`config.mk`:
```
export PLATFORM = sky130hd
export DESIGN_NAME = sliding_window_maximum_flat
export DESIGN_NICKNAME = d
export VERILOG_FILES = /design/src/rtl/core/swm_pkg.sv /design/src/rtl/core/swm_if.sv /design/src/rtl/core/swm_cell.sv /design/src/rtl/core/swm_front_sel.sv /design/src/rtl/core/sliding_window_maximum.sv /design/src/flat_wrapper.sv
export SDC_FILE = /design/constraint.sdc
export NUM_CORES = 2
export LEC_CHECK = 0
export ABC_AREA = 1
export BUFFER_PORTS_ARGS = -buffer_cell sky130_fd_sc_hd__buf_2
export CAP_MARGIN = 25
export CELL_PAD_IN_SITES_DETAIL_PLACEMENT = 0
export CELL_PAD_IN_SITES_GLOBAL_PLACEMENT = 1
export CORE_UTILIZATION = 35
export DETAILED_ROUTE_END_ITERATION = 16
export PLACE_DENSITY_LB_ADDON = 0.1
export SLEW_MARGIN = 20
export SYNTH_ARGS = -nofsm -noshare
export SYNTH_HDL_FRONTEND = slang
export SYNTH_SLANG_ARGS = --single-unit
```
`constraint.sdc`:
```
create_clock -name clk -period 19.5 [get_ports clk]
set_input_delay 3.9 -clock clk [delete_from_list [all_inputs] [get_ports clk]]
set_output_delay 3.9 -clock clk [all_outputs]
set_load 0.02 [all_outputs]
```
`src/rtl/core/swm_pkg.sv`:
```
package swm_pkg;

    localparam int MAX_WINDOW   = 64;
    localparam int SAMPLE_WIDTH = 16;
    localparam int CFG_W        = 7;
    localparam int IDX_W        = $clog2(MAX_WINDOW);
    localparam int CNT_W        = $clog2(MAX_WINDOW + 1);
    localparam int GROUP        = 8;
    localparam int NGROUP       = MAX_WINDOW / GROUP;

    typedef logic signed [SAMPLE_WIDTH-1:0] sample_t;
    typedef logic [CNT_W-1:0]               count_t;
    typedef logic [IDX_W-1:0]               index_t;

    // broadcast to every cell of the chain
    typedef struct packed {
        logic    shift_en;
        logic    restart;
        sample_t sample;
        count_t  window;
    } cell_ctl_t;

    typedef enum logic [1:0] {
        ST_IDLE,
        ST_GROUP,
        ST_FINAL,
        ST_OUT
    } swm_state_t;

endpackage

```
`src/rtl/core/swm_if.sv`:
```
interface swm_in_if;
    import swm_pkg::*;

    logic    valid;
    logic    ready;
    sample_t sample;
    logic    restart;

    modport source (output valid, output sample, output restart, input ready);
    modport sink (input valid, input sample, input restart, output ready);
endinterface

interface swm_out_if;
    import swm_pkg::*;

    logic    valid;
    logic    ready;
    sample_t window_max;

    modport source (output valid, output window_max, input ready);
    modport sink (input valid, input window_max, output ready);
endinterface

```
`src/rtl/core/swm_cell.sv`:
```
module swm_cell (
    input  logic               clk,
    input  logic               rst_n,
    input  swm_pkg::cell_ctl_t ctl,
    input  logic               head,
    input  swm_pkg::index_t    cell_idx,
    input  logic               prev_valid,
    input  swm_pkg::sample_t   prev_value,
    output logic               valid,
    output swm_pkg::sample_t   value
);
    import swm_pkg::*;

    logic    valid_reg;
    logic    valid_next;
    sample_t value_reg;

    // an entry survives the shift unless a newer, larger sample hides it,
    // it has aged out of the window, or the sequence restarts
    always_comb
    begin
        if (head)
        begin
            valid_next = 1'b1;
        end
        else
        begin
            valid_next = prev_valid && !ctl.restart && (prev_value >= ctl.sample)
                         && (32'(cell_idx) < 32'(ctl.window));
        end
    end

    always_ff @(posedge clk or negedge rst_n)
    begin
        if (!rst_n)
        begin
            valid_reg <= 1'b0;
        end
        else if (ctl.shift_en)
        begin
            valid_reg <= valid_next;
        end
    end

    always_ff @(posedge clk)
    begin
        if (ctl.shift_en)
        begin
            value_reg <= prev_value;
        end
    end

    assign valid = valid_reg;
    assign value = value_reg;

endmodule

```
`src/rtl/core/swm_front_sel.sv`:
```
module swm_front_sel (
    input  logic             clk,
    input  logic             rst_n,
    input  logic             cap_en,
    input  logic             cell_valid [swm_pkg::MAX_WINDOW],
    input  swm_pkg::sample_t cell_value [swm_pkg::MAX_WINDOW],
    output logic             front_found,
    output swm_pkg::sample_t front_value
);
    import swm_pkg::*;

    logic    grp_valid_reg [NGROUP];
    sample_t grp_value_reg [NGROUP];
    logic    grp_valid_next [NGROUP];
    sample_t grp_value_next [NGROUP];

    // oldest live entry in each group of cells (highest index wins)
    always_comb
    begin
        for (int g = 0; g < NGROUP; g++)
        begin
            grp_valid_next[g] = 1'b0;
            grp_value_next[g] = cell_value[g*GROUP];
            for (int j = 0; j < GROUP; j++)
            begin
                if (cell_valid[g*GROUP + j])
                begin
                    grp_valid_next[g] = 1'b1;
                    grp_value_next[g] = cell_value[g*GROUP + j];
                end
            end
        end
    end

    always_ff @(posedge clk or negedge rst_n)
    begin
        if (!rst_n)
        begin
            for (int g = 0; g < NGROUP; g++)
            begin
                grp_valid_reg[g] <= 1'b0;
            end
        end
        else if (cap_en)
        begin
            for (int g = 0; g < NGROUP; g++)
            begin
                grp_valid_reg[g] <= grp_valid_next[g];
            end
        end
    end

    always_ff @(posedge clk)
    begin
        if (cap_en)
        begin
            for (int g = 0; g < NGROUP; g++)
            begin
                grp_value_reg[g] <= grp_value_next[g];
            end
        end
    end

    always_comb
    begin
        front_found = 1'b0;
        front_value = grp_value_reg[0];
        for (int g = 0; g < NGROUP; g++)
        begin
            if (grp_valid_reg[g])
            begin
                front_found = 1'b1;
                front_value = grp_value_reg[g];
            end
        end
    end

endmodule

```
`src/rtl/core/sliding_window_maximum.sv`:
```
// Running maximum of the last window_size signed samples. A chain of 64 cells
// holds the last samples, newest in cell 0, shifting one place per accepted
// item; a cell drops its entry once a newer larger sample arrives or it falls
// out of the window, so the oldest live cell always holds the maximum. An item
// taken in IDLE goes through GROUP and FINAL, the two-level registered search
// for the oldest live cell, and then through OUT, where it waits for the sink,
// if it yields a result; only back in IDLE is a new item taken. restart clears
// the chain and the fill count before its sample is taken. window_size 0 acts
// as 1 and values above 64 act as 64; write it only while the block is idle. No
// result is given until the window has filled since reset or the last restart.
module sliding_window_maximum (
    input  logic                      clk,
    input  logic                      rst_n,
    swm_in_if.sink                    in_ch,
    swm_out_if.source                 out_ch,
    input  logic                      cfg_we,
    input  logic [swm_pkg::CFG_W-1:0] cfg_wdata
);
    import swm_pkg::*;

    swm_state_t       state_reg;
    swm_state_t       state_next;
    logic [CFG_W-1:0] window_reg;
    count_t           window_eff;
    count_t           filled_reg;
    count_t           filled_next;
    count_t           filled_base;
    logic             res_reg;
    logic             res_next;
    sample_t          out_value_reg;
    logic             accept;
    logic             cap_en;
    logic             load_out;
    cell_ctl_t        ctl;
    logic             cell_valid [MAX_WINDOW];
    sample_t          cell_value [MAX_WINDOW];
    logic             front_found;
    sample_t          front_value;

    always_comb
    begin
        if (window_reg == '0)
        begin
            window_eff = count_t'(1);
        end
        else if (32'(window_reg) > 32'(MAX_WINDOW))
        begin
            window_eff = count_t'(MAX_WINDOW);
        end
        else
        begin
            window_eff = count_t'(window_reg);
        end
    end

    assign accept = in_ch.valid && in_ch.ready;

    assign ctl.shift_en = accept;
    assign ctl.restart  = in_ch.restart;
    assign ctl.sample   = in_ch.sample;
    assign ctl.window   = window_eff;

    genvar i;
    generate
        for (i = 0; i < MAX_WINDOW; i++)
        begin : g_cell
            if (i == 0)
            begin : g_head
                swm_cell u_cell (
                    .clk        (clk),
                    .rst_n      (rst_n),
                    .ctl        (ctl),
                    .head       (1'b1),
                    .cell_idx   (index_t'(i)),
                    .prev_valid (1'b1),
                    .prev_value (in_ch.sample),
                    .valid      (cell_valid[i]),
                    .value      (cell_value[i])
                );
            end
            else
            begin : g_body
                swm_cell u_cell (
                    .clk        (clk),
                    .rst_n      (rst_n),
                    .ctl        (ctl),
                    .head       (1'b0),
                    .cell_idx   (index_t'(i)),
                    .prev_valid (cell_valid[i-1]),
                    .prev_value (cell_value[i-1]),
                    .valid      (cell_valid[i]),
                    .value      (cell_value[i])
                );
            end
        end
    endgenerate

    swm_front_sel u_front_sel (
        .clk         (clk),
        .rst_n       (rst_n),
        .cap_en      (cap_en),
        .cell_valid  (cell_valid),
        .cell_value  (cell_value),
        .front_found (front_found),
        .front_value (front_value)
    );

    // fill count saturates at the window in force
    always_comb
    begin
        filled_base = in_ch.restart ? '0 : filled_reg;
        if (filled_base < window_eff)
        begin
            filled_next = filled_base + count_t'(1);
        end
        else
        begin
            filled_next = filled_base;
        end
        res_next = (filled_next >= window_eff);
    end

    always_comb
    begin
        state_next = state_reg;
        unique case (state_reg)
            ST_IDLE:
            begin
                if (accept)
                begin
                    state_next = ST_GROUP;
                end
            end
            ST_GROUP:
            begin
                state_next = ST_FINAL;
            end
            ST_FINAL:
            begin
                state_next = res_reg ? ST_OUT : ST_IDLE;
            end
            ST_OUT:
            begin
                if (out_ch.ready)
                begin
                    state_next = ST_IDLE;
                end
            end
            default:
            begin
                state_next = ST_IDLE;
            end
        endcase
    end

    always_comb
    begin
        in_ch.ready  = (state_reg == ST_IDLE);
        cap_en       = (state_reg == ST_GROUP);
        load_out     = (state_reg == ST_FINAL) && res_reg;
        out_ch.valid = (state_reg == ST_OUT);
    end

    always_ff @(posedge clk or negedge rst_n)
    begin
        if (!rst_n)
        begin
            state_reg  <= ST_IDLE;
            window_reg <= CFG_W'(1);
            filled_reg <= '0;
            res_reg    <= 1'b0;
        end
        else
        begin
            state_reg <= state_next;
            if (cfg_we)
            begin
                window_reg <= cfg_wdata;
            end
            if (accept)
            begin
                filled_reg <= filled_next;
                res_reg    <= res_next;
            end
        end
    end

    always_ff @(posedge clk)
    begin
        if (load_out)
        begin
            out_value_reg <= front_value;
        end
    end

    assign out_ch.window_max = out_value_reg;

    a_front_found: assert property (@(posedge clk) disable iff (!rst_n)
        state_reg == ST_FINAL |-> front_found)
        else $error("no live cell found after an item");

    a_head_live: assert property (@(posedge clk) disable iff (!rst_n)
        accept |=> cell_valid[0])
        else $error("newest cell not live after an item");

    a_fill_bound: assert property (@(posedge clk) disable iff (!rst_n)
        filled_reg <= count_t'(MAX_WINDOW))
        else $error("fill count beyond chain length");

    a_out_has_res: assert property (@(posedge clk) disable iff (!rst_n)
        state_reg == ST_OUT |-> res_reg)
        else $error("result shown for an item that yields none");

endmodule

```
`src/flat_wrapper.sv`:
```
// flat-port wrapper written by rule: the top's interface ports become plain ports
module sliding_window_maximum_flat import swm_pkg::*;
  (clk, rst_n, cfg_we, cfg_wdata, in_ch_valid, in_ch_sample, in_ch_restart, in_ch_ready, out_ch_valid, out_ch_window_max, out_ch_ready);
  swm_in_if in_ch_i ();
  swm_out_if out_ch_i ();
  input  logic clk;
  input  logic rst_n;
  input  logic cfg_we;
  input  logic [swm_pkg::CFG_W-1:0] cfg_wdata;
  input wire logic [$bits(in_ch_i.valid)-1:0] in_ch_valid;
  input wire logic [$bits(in_ch_i.sample)-1:0] in_ch_sample;
  input wire logic [$bits(in_ch_i.restart)-1:0] in_ch_restart;
  output wire logic [$bits(in_ch_i.ready)-1:0] in_ch_ready;
  output wire logic [$bits(out_ch_i.valid)-1:0] out_ch_valid;
  output wire logic [$bits(out_ch_i.window_max)-1:0] out_ch_window_max;
  input wire logic [$bits(out_ch_i.ready)-1:0] out_ch_ready;
  assign in_ch_i.valid = in_ch_valid;
  assign in_ch_i.sample = in_ch_sample;
  assign in_ch_i.restart = in_ch_restart;
  assign in_ch_ready = in_ch_i.ready;
  assign out_ch_valid = out_ch_i.valid;
  assign out_ch_window_max = out_ch_i.window_max;
  assign out_ch_i.ready = out_ch_ready;
  sliding_window_maximum u_core (.clk(clk), .rst_n(rst_n), .in_ch(in_ch_i), .out_ch(out_ch_i), .cfg_we(cfg_we), .cfg_wdata(cfg_wdata));
endmodule
```
# ---- Word-level counts from Yosys, hierarchy flattened
# Memories as Yosys holds them, arrays and structs flattened.
# Index checks and enable logic that the tools add are counted.
dict set report totals {
  reg_bits 1128
  mem_bits_rw 128
  in_bits 29
  output_inout_bits 18
  wordCells 600
  mem_count 1
}
# name words word_bits read_ports rd_clocked_by_memory_dff wr line_no
set mem_list {}
lappend mem_list {u_core.u_front_sel.grp_value_reg 8 16 8 0 8 swm_front_sel.sv:13} ;# sample_t grp_value_reg [NGROUP];
dict set report classes {
  n_addsub 1
  order_cmp 129
  n_eq_ne 5
  muxes 129
  reduce_logical 195
}
# op n
set ops {}
lappend ops {{$ge A16 B16 Y1} 63}
lappend ops {{$mux W16} 63}
lappend ops {{$lt A6 B7 Y1 const A} 32}
lappend ops {{$logic_and A1 B1 Y1} 191}
lappend ops {{$lt A5 B7 Y1 const A} 16}
lappend ops {{$mux W1} 58}
lappend ops {{$lt A4 B7 Y1 const A} 8}
lappend ops {{$lt A3 B7 Y1 const A} 4}
lappend ops {{$mux W7} 4}
lappend ops {{$lt A2 B7 Y1 const A} 2}
lappend ops {{$pmux W2 S4} 1}
lappend ops {{$add A7 B1 Y7 const B} 1}
lappend ops {{$ge A7 B7 Y1} 1}
lappend ops {{$gt A7 B7 Y1 const B} 1}
lappend ops {{$logic_not A7 Y1} 1}
lappend ops {{$lt A1 B7 Y1 const A} 1}
lappend ops {{$lt A7 B7 Y1} 1}
lappend ops {{$mux W2} 3}
lappend ops {{$eq A2 B2 Y1 const B} 2}
lappend ops {{$eq A2 B1 Y1 const B} 1}
lappend ops {{$logic_not A2 Y1} 1}
lappend ops {{$ne A2 B1 Y1 const B} 1}
lappend ops {{$ne A2 B2 Y1 const B} 1}
lappend ops {{$reduce_and A2 Y1} 1}
lappend ops {{$logic_not A1 Y1} 1}

# ---- Logic depth before layout (Yosys ltp)
dict set report logic_depth {
  word_depth 8
  mapped_depth 22
  depth_no_buf 21
}

# ---- Hierarchy
# A second synthesis with hierarchy kept.
dict set report unflattened {
  cells_unflattened 11077
  hier_area_um2 92406.1
}
# mod instances cells_per_inst area_per_inst_um2 seq_area_each_um2
set by_module_without_submodules {}
lappend by_module_without_submodules {swm_cell 64 127 1176.1 505.5}
lappend by_module_without_submodules {swm_front_sel 1 2735 15314.7 4043.9}
lappend by_module_without_submodules {sliding_window_maximum 1 214 1819.2 907.1}

# ---- Least setup slack after synthesis
# OpenSTA, ideal clock, no wires.
dict set report synth_path {
  path_kind {input to register}
  start {input in_ch_valid}
  end {register u_core.res_reg}
  setup_time_ns 0.214
  t_arrival_ns 17.091
  required_time_ns 19.286
  setup_slack_ns 2.195
  path_stages 5
  path_buffers 1
  cell_sequence {inv_1 nor2_2 buf_2 o21ai_0 o21ai_0}
}
dict set report synth_via {
  elab_chain_cells 1
}
# item line_no
set synth_rtl {}
lappend synth_rtl {{from (decl)} flat_wrapper.sv:10} ;# input wire logic [$bits(in_ch_i.valid)-1:0] in_ch_valid;
lappend synth_rtl {{$logic_and A1 B1 Y1} sliding_window_maximum.sv:56} ;# assign accept = in_ch.valid && in_ch.ready;
lappend synth_rtl {{net u_core.accept} sliding_window_maximum.sv:31} ;# logic accept;
lappend synth_rtl {{to (signal assigned)} sliding_window_maximum.sv:183} ;# res_reg <= res_next;
lappend synth_rtl {{to (decl)} sliding_window_maximum.sv:28} ;# logic res_reg;
# The timed path passes the listed nets, and every way through them passes these cells.
# A chain may end at the register's enable or synchronous reset.

# ---- Final worst setup path
dict set report layout_path {
  start {input in_ch_valid}
  end {register u_core.g_cell[5].g_body.u_cell.value_reg[0] (enable)}
}
dict set report layout_via {
  elab_chain_cells 1
}
# item line_no
set layout_rtl {}
lappend layout_rtl {{$logic_and A1 B1 Y1} sliding_window_maximum.sv:56}
lappend layout_rtl {{to (signal assigned)} swm_cell.sv:49} ;# value_reg <= prev_value;
lappend layout_rtl {{to (decl)} swm_cell.sv:16} ;# sample_t value_reg;
# No other way between the ends.

==> results.sh <==
export IMPL_min_path_type="reg -> reg"
export IMPL_crit_top_cell="buf_4"
export IMPL_r2r_start="u_core.state_reg[0]"
export IMPL_largest_register_ffs=1008
export IMPL_grt_pass1_wl_um=352000
export IMPL_finalHoldViolCount=0
export IMPL_yosys_warnings=0
export IMPL_areaGrowthSynthToFinish_pct=12.0
export IMPL_routed_wl_um=239000
export IMPL_clk_latency_ns=0.80
export IMPL_fillers=19800
export IMPL_cts_sinks=1256
export IMPL_dpl_hpwl_um=169000
export IMPL_num_vias=53100
export IMPL_pwr_share_comb=0.254
export IMPL_die_w_um=455
export IMPL_crit_slowest_cell="buf_4"
export IMPL_cts_setup_buffers=0
export IMPL_final_util=0.396
export IMPL_p_sw_mw=3.54
export IMPL_critPathTopFamily="buffers and inverters"
export IMPL_outcome="finished, final reports clean"
export IMPL_coreArea_um2=203000
export IMPL_viasPerCell=5.34
export IMPL_layoutNonFillerInstCount=9942
export IMPL_gr_usage_all_layers=0.229
export IMPL_overflow=0
export IMPL_p_per_area_nw_per_um2=124
export IMPL_yosysSeqAreaShare=0.519
export IMPL_cts_buffer_depth=3
export IMPL_rows=165
export IMPL_pwr_share_clk=0.288
export IMPL_synth_edf_count=1168
export IMPL_cts_hold_buf=0
export IMPL_r2r_slack_ns=14.11
export IMPL_root_buffer="clkbuf_16"
export IMPL_route_detailed_drc=0
export IMPL_cts_resized=0
export IMPL_tightest_slew_ns=1.07
export IMPL_clkTransAtPathRegs_ns=0.06
export IMPL_hp_start="u_core.g_cell[6].g_body.u_cell.value[0]"
export IMPL_worstPathMaxFanout=73
export IMPL_synth_distinct_cells=43
export IMPL_gp_congestion=0.828
export IMPL_r2r_cells=8
export IMPL_wl_per_cell_um=24.1
export IMPL_avgSynthCellArea_um2=10.2
export IMPL_worstSetupPathType="in -> reg"
export IMPL_cp_arrival_ns=8.25
export IMPL_min_delay_worst_endpoint="u_core.g_cell[7].g_body.u_cell.value[0]"
export IMPL_min_path_cells=0
export IMPL_tns_ns=0
export IMPL_fin_crit_sh=0.402
export IMPL_dr_pass1_iters=6
export IMPL_drv_cap=0
export IMPL_cts_made_buffers=153
export IMPL_multi_input_area_um2=32300
export IMPL_htreeDepth=4
export IMPL_vdd_drop_max_uv=92.5
export IMPL_critical_path_required_ns=19.91
export IMPL_final_min_clock_period_ns=7.84
export IMPL_crit_path_cell_trace="buf_2 > inv_1 > nor2_4 > buf_4 > buf_4 > buf_4 > buf_4 > buf_4"
export IMPL_p_leak_nw=32.4
export IMPL_r2r_end="u_core.g_cell[5].g_body.u_cell.value[0]"
export IMPL_ioPinCount=47
export IMPL_initial_core_util=0.354
export IMPL_synth_fp_nets=8076
export IMPL_slew_limit_headroom=0.284
export IMPL_rsz0062_at_grt="false"
export IMPL_drive_gt1_frac=0.0523
export IMPL_power_mw=9.98
export IMPL_nets=8192
export IMPL_grt_max_degree=155
export IMPL_layout_commonest_cell="nand2_1"
export IMPL_p_sw_frac=0.355
export IMPL_grt_pass1_vias=51900
export IMPL_sequentialPowerShare=0.458
export IMPL_synthCells=7025
export IMPL_crit_path_start_kind="input pin"
export IMPL_ys_async_sr_fraction=0.0701
export IMPL_setup_viol=0
export IMPL_final_cell_mix="1461 x nand2_1, 1168 x edfxtp_1, 1022 x ha_1, 791 x nor2_1, 634 x a21oi_1"
export IMPL_ant_nets=0
export IMPL_fmax_mhz=128
export IMPL_dieArea_um2=207000
export IMPL_slowest_delay_ns=0.88
export IMPL_power_internal_mw=6.44
export IMPL_place_inst=9655
export IMPL_regArea_um2=37300
export IMPL_syn_area_um2=71900
export IMPL_path_buf_inv=7
export IMPL_io_buffers=46
export IMPL_fin_worst_skew_ns=0.0314
export IMPL_antenna_found_initial=9
export IMPL_ys_flop_type="edfxtp_1"
export IMPL_cts_tree="done"
export IMPL_ys_ff_latch=1256
export IMPL_drt_iter0_markers=4094
export IMPL_maxSlewViolCount=0
export IMPL_cp_end_kind="flop"
export IMPL_dieHeight_um=455
[cells in the mapped netlist (5+ instances only)]
master	n	area (um2)
a211oi_1	27	203
a21oi_1	634	3170
a221oi_1	45	394
a31oi_1	7	43.8
buf_2	23	115
clkbuf_1	128	480
clkinv_1	20	75.1
dfrtp_1	87	2180
edfxtp_1	1168	35100
ha_1	1022	12800
inv_1	415	1560
inv_2	5	18.8
nand2_1	1461	5480
nand2_2	6	37.5
nand3_1	282	1410
nand3b_1	111	833
nand4_1	149	932
nor2_1	792	2970
nor3_1	46	230
o2111ai_1	9	78.8
o211ai_1	151	1130
o21ai_0	298	1490
o21ai_1	5	25.0
o21bai_1	5	37.5
o221ai_1	95	832
or2_2	6	37.5
[cells by family after synthesis]
| family | synth area share |
|---|---|
| buf+inv | 0.0319 |
| simple gates | 0.167 |
| xor+xnor | 0.000122 |
| flops | 0.519 |
| compound gates | 0.104 |
| mux | 0.000557 |
| fa+ha+maj | 0.178 |
[per-layer routing]
metal	wire, um	global-route usage
met1	112000	0.318
met2	113000	0.380
met3	8660	0.0264
met4	5720	0.0600
met5	0	0
[power groups by stage]
| stage | combinational, mW | clock (mW) | sequential [mW] |
|---|---|---|---|
| floorplan | 1.67 | 0 | 4.62 |
| global placement | 2.49 | 0 | 4.62 |
| detailed placement | 2.55 | 0 | 4.62 |
| CTS | 2.56 | 2.96 | 4.57 |
| global route | 2.88 | 3.04 | 4.65 |
| finish | 2.53 | 2.88 | 4.57 |
[per-stage QoR]
step                      area (um2)  setup WS (ns)  hold WS, ns
after floorplan                71900           2.20        0.423
after global placement         75400          10.81        0.432
after detailed placement       75500          10.79        0.434
after CTS                      80400          11.65        0.425
after global routing           80500          11.39        0.443
final                          80500          11.66        0.423
[area by class of cell]
type	instances	share of cell area
diodes	1	0.0000311
clock buffers	219	0.0546
clock inverters	64	0.00723
inverters	441	0.0211
multi-input cells	5170	0.402
flip-flops and latches	1256	0.463
well taps	2672	0.0415
repair buffers	119	0.0108
[how the worst max path moves through the flow]
stage	startpoint	to	slack, ns	depth (start not counted)
floorplan	in_ch_valid	u_core.res_reg	2.20	5
global placement	in_ch_valid	u_core.g_cell[16].g_body.u_cell.value[0]	10.81	8
finish	in_ch_valid	u_core.g_cell[5].g_body.u_cell.value[0]	11.66	8
CTS	in_ch_valid	u_core.g_cell[5].g_body.u_cell.value[0]	11.65	8
global route	in_ch_valid	u_core.g_cell[5].g_body.u_cell.value[0]	11.39	8
detailed placement	in_ch_valid	u_core.g_cell[3].g_body.u_cell.value[0]	10.79	8
Note: power is estimated with default switching activity, not from simulation.
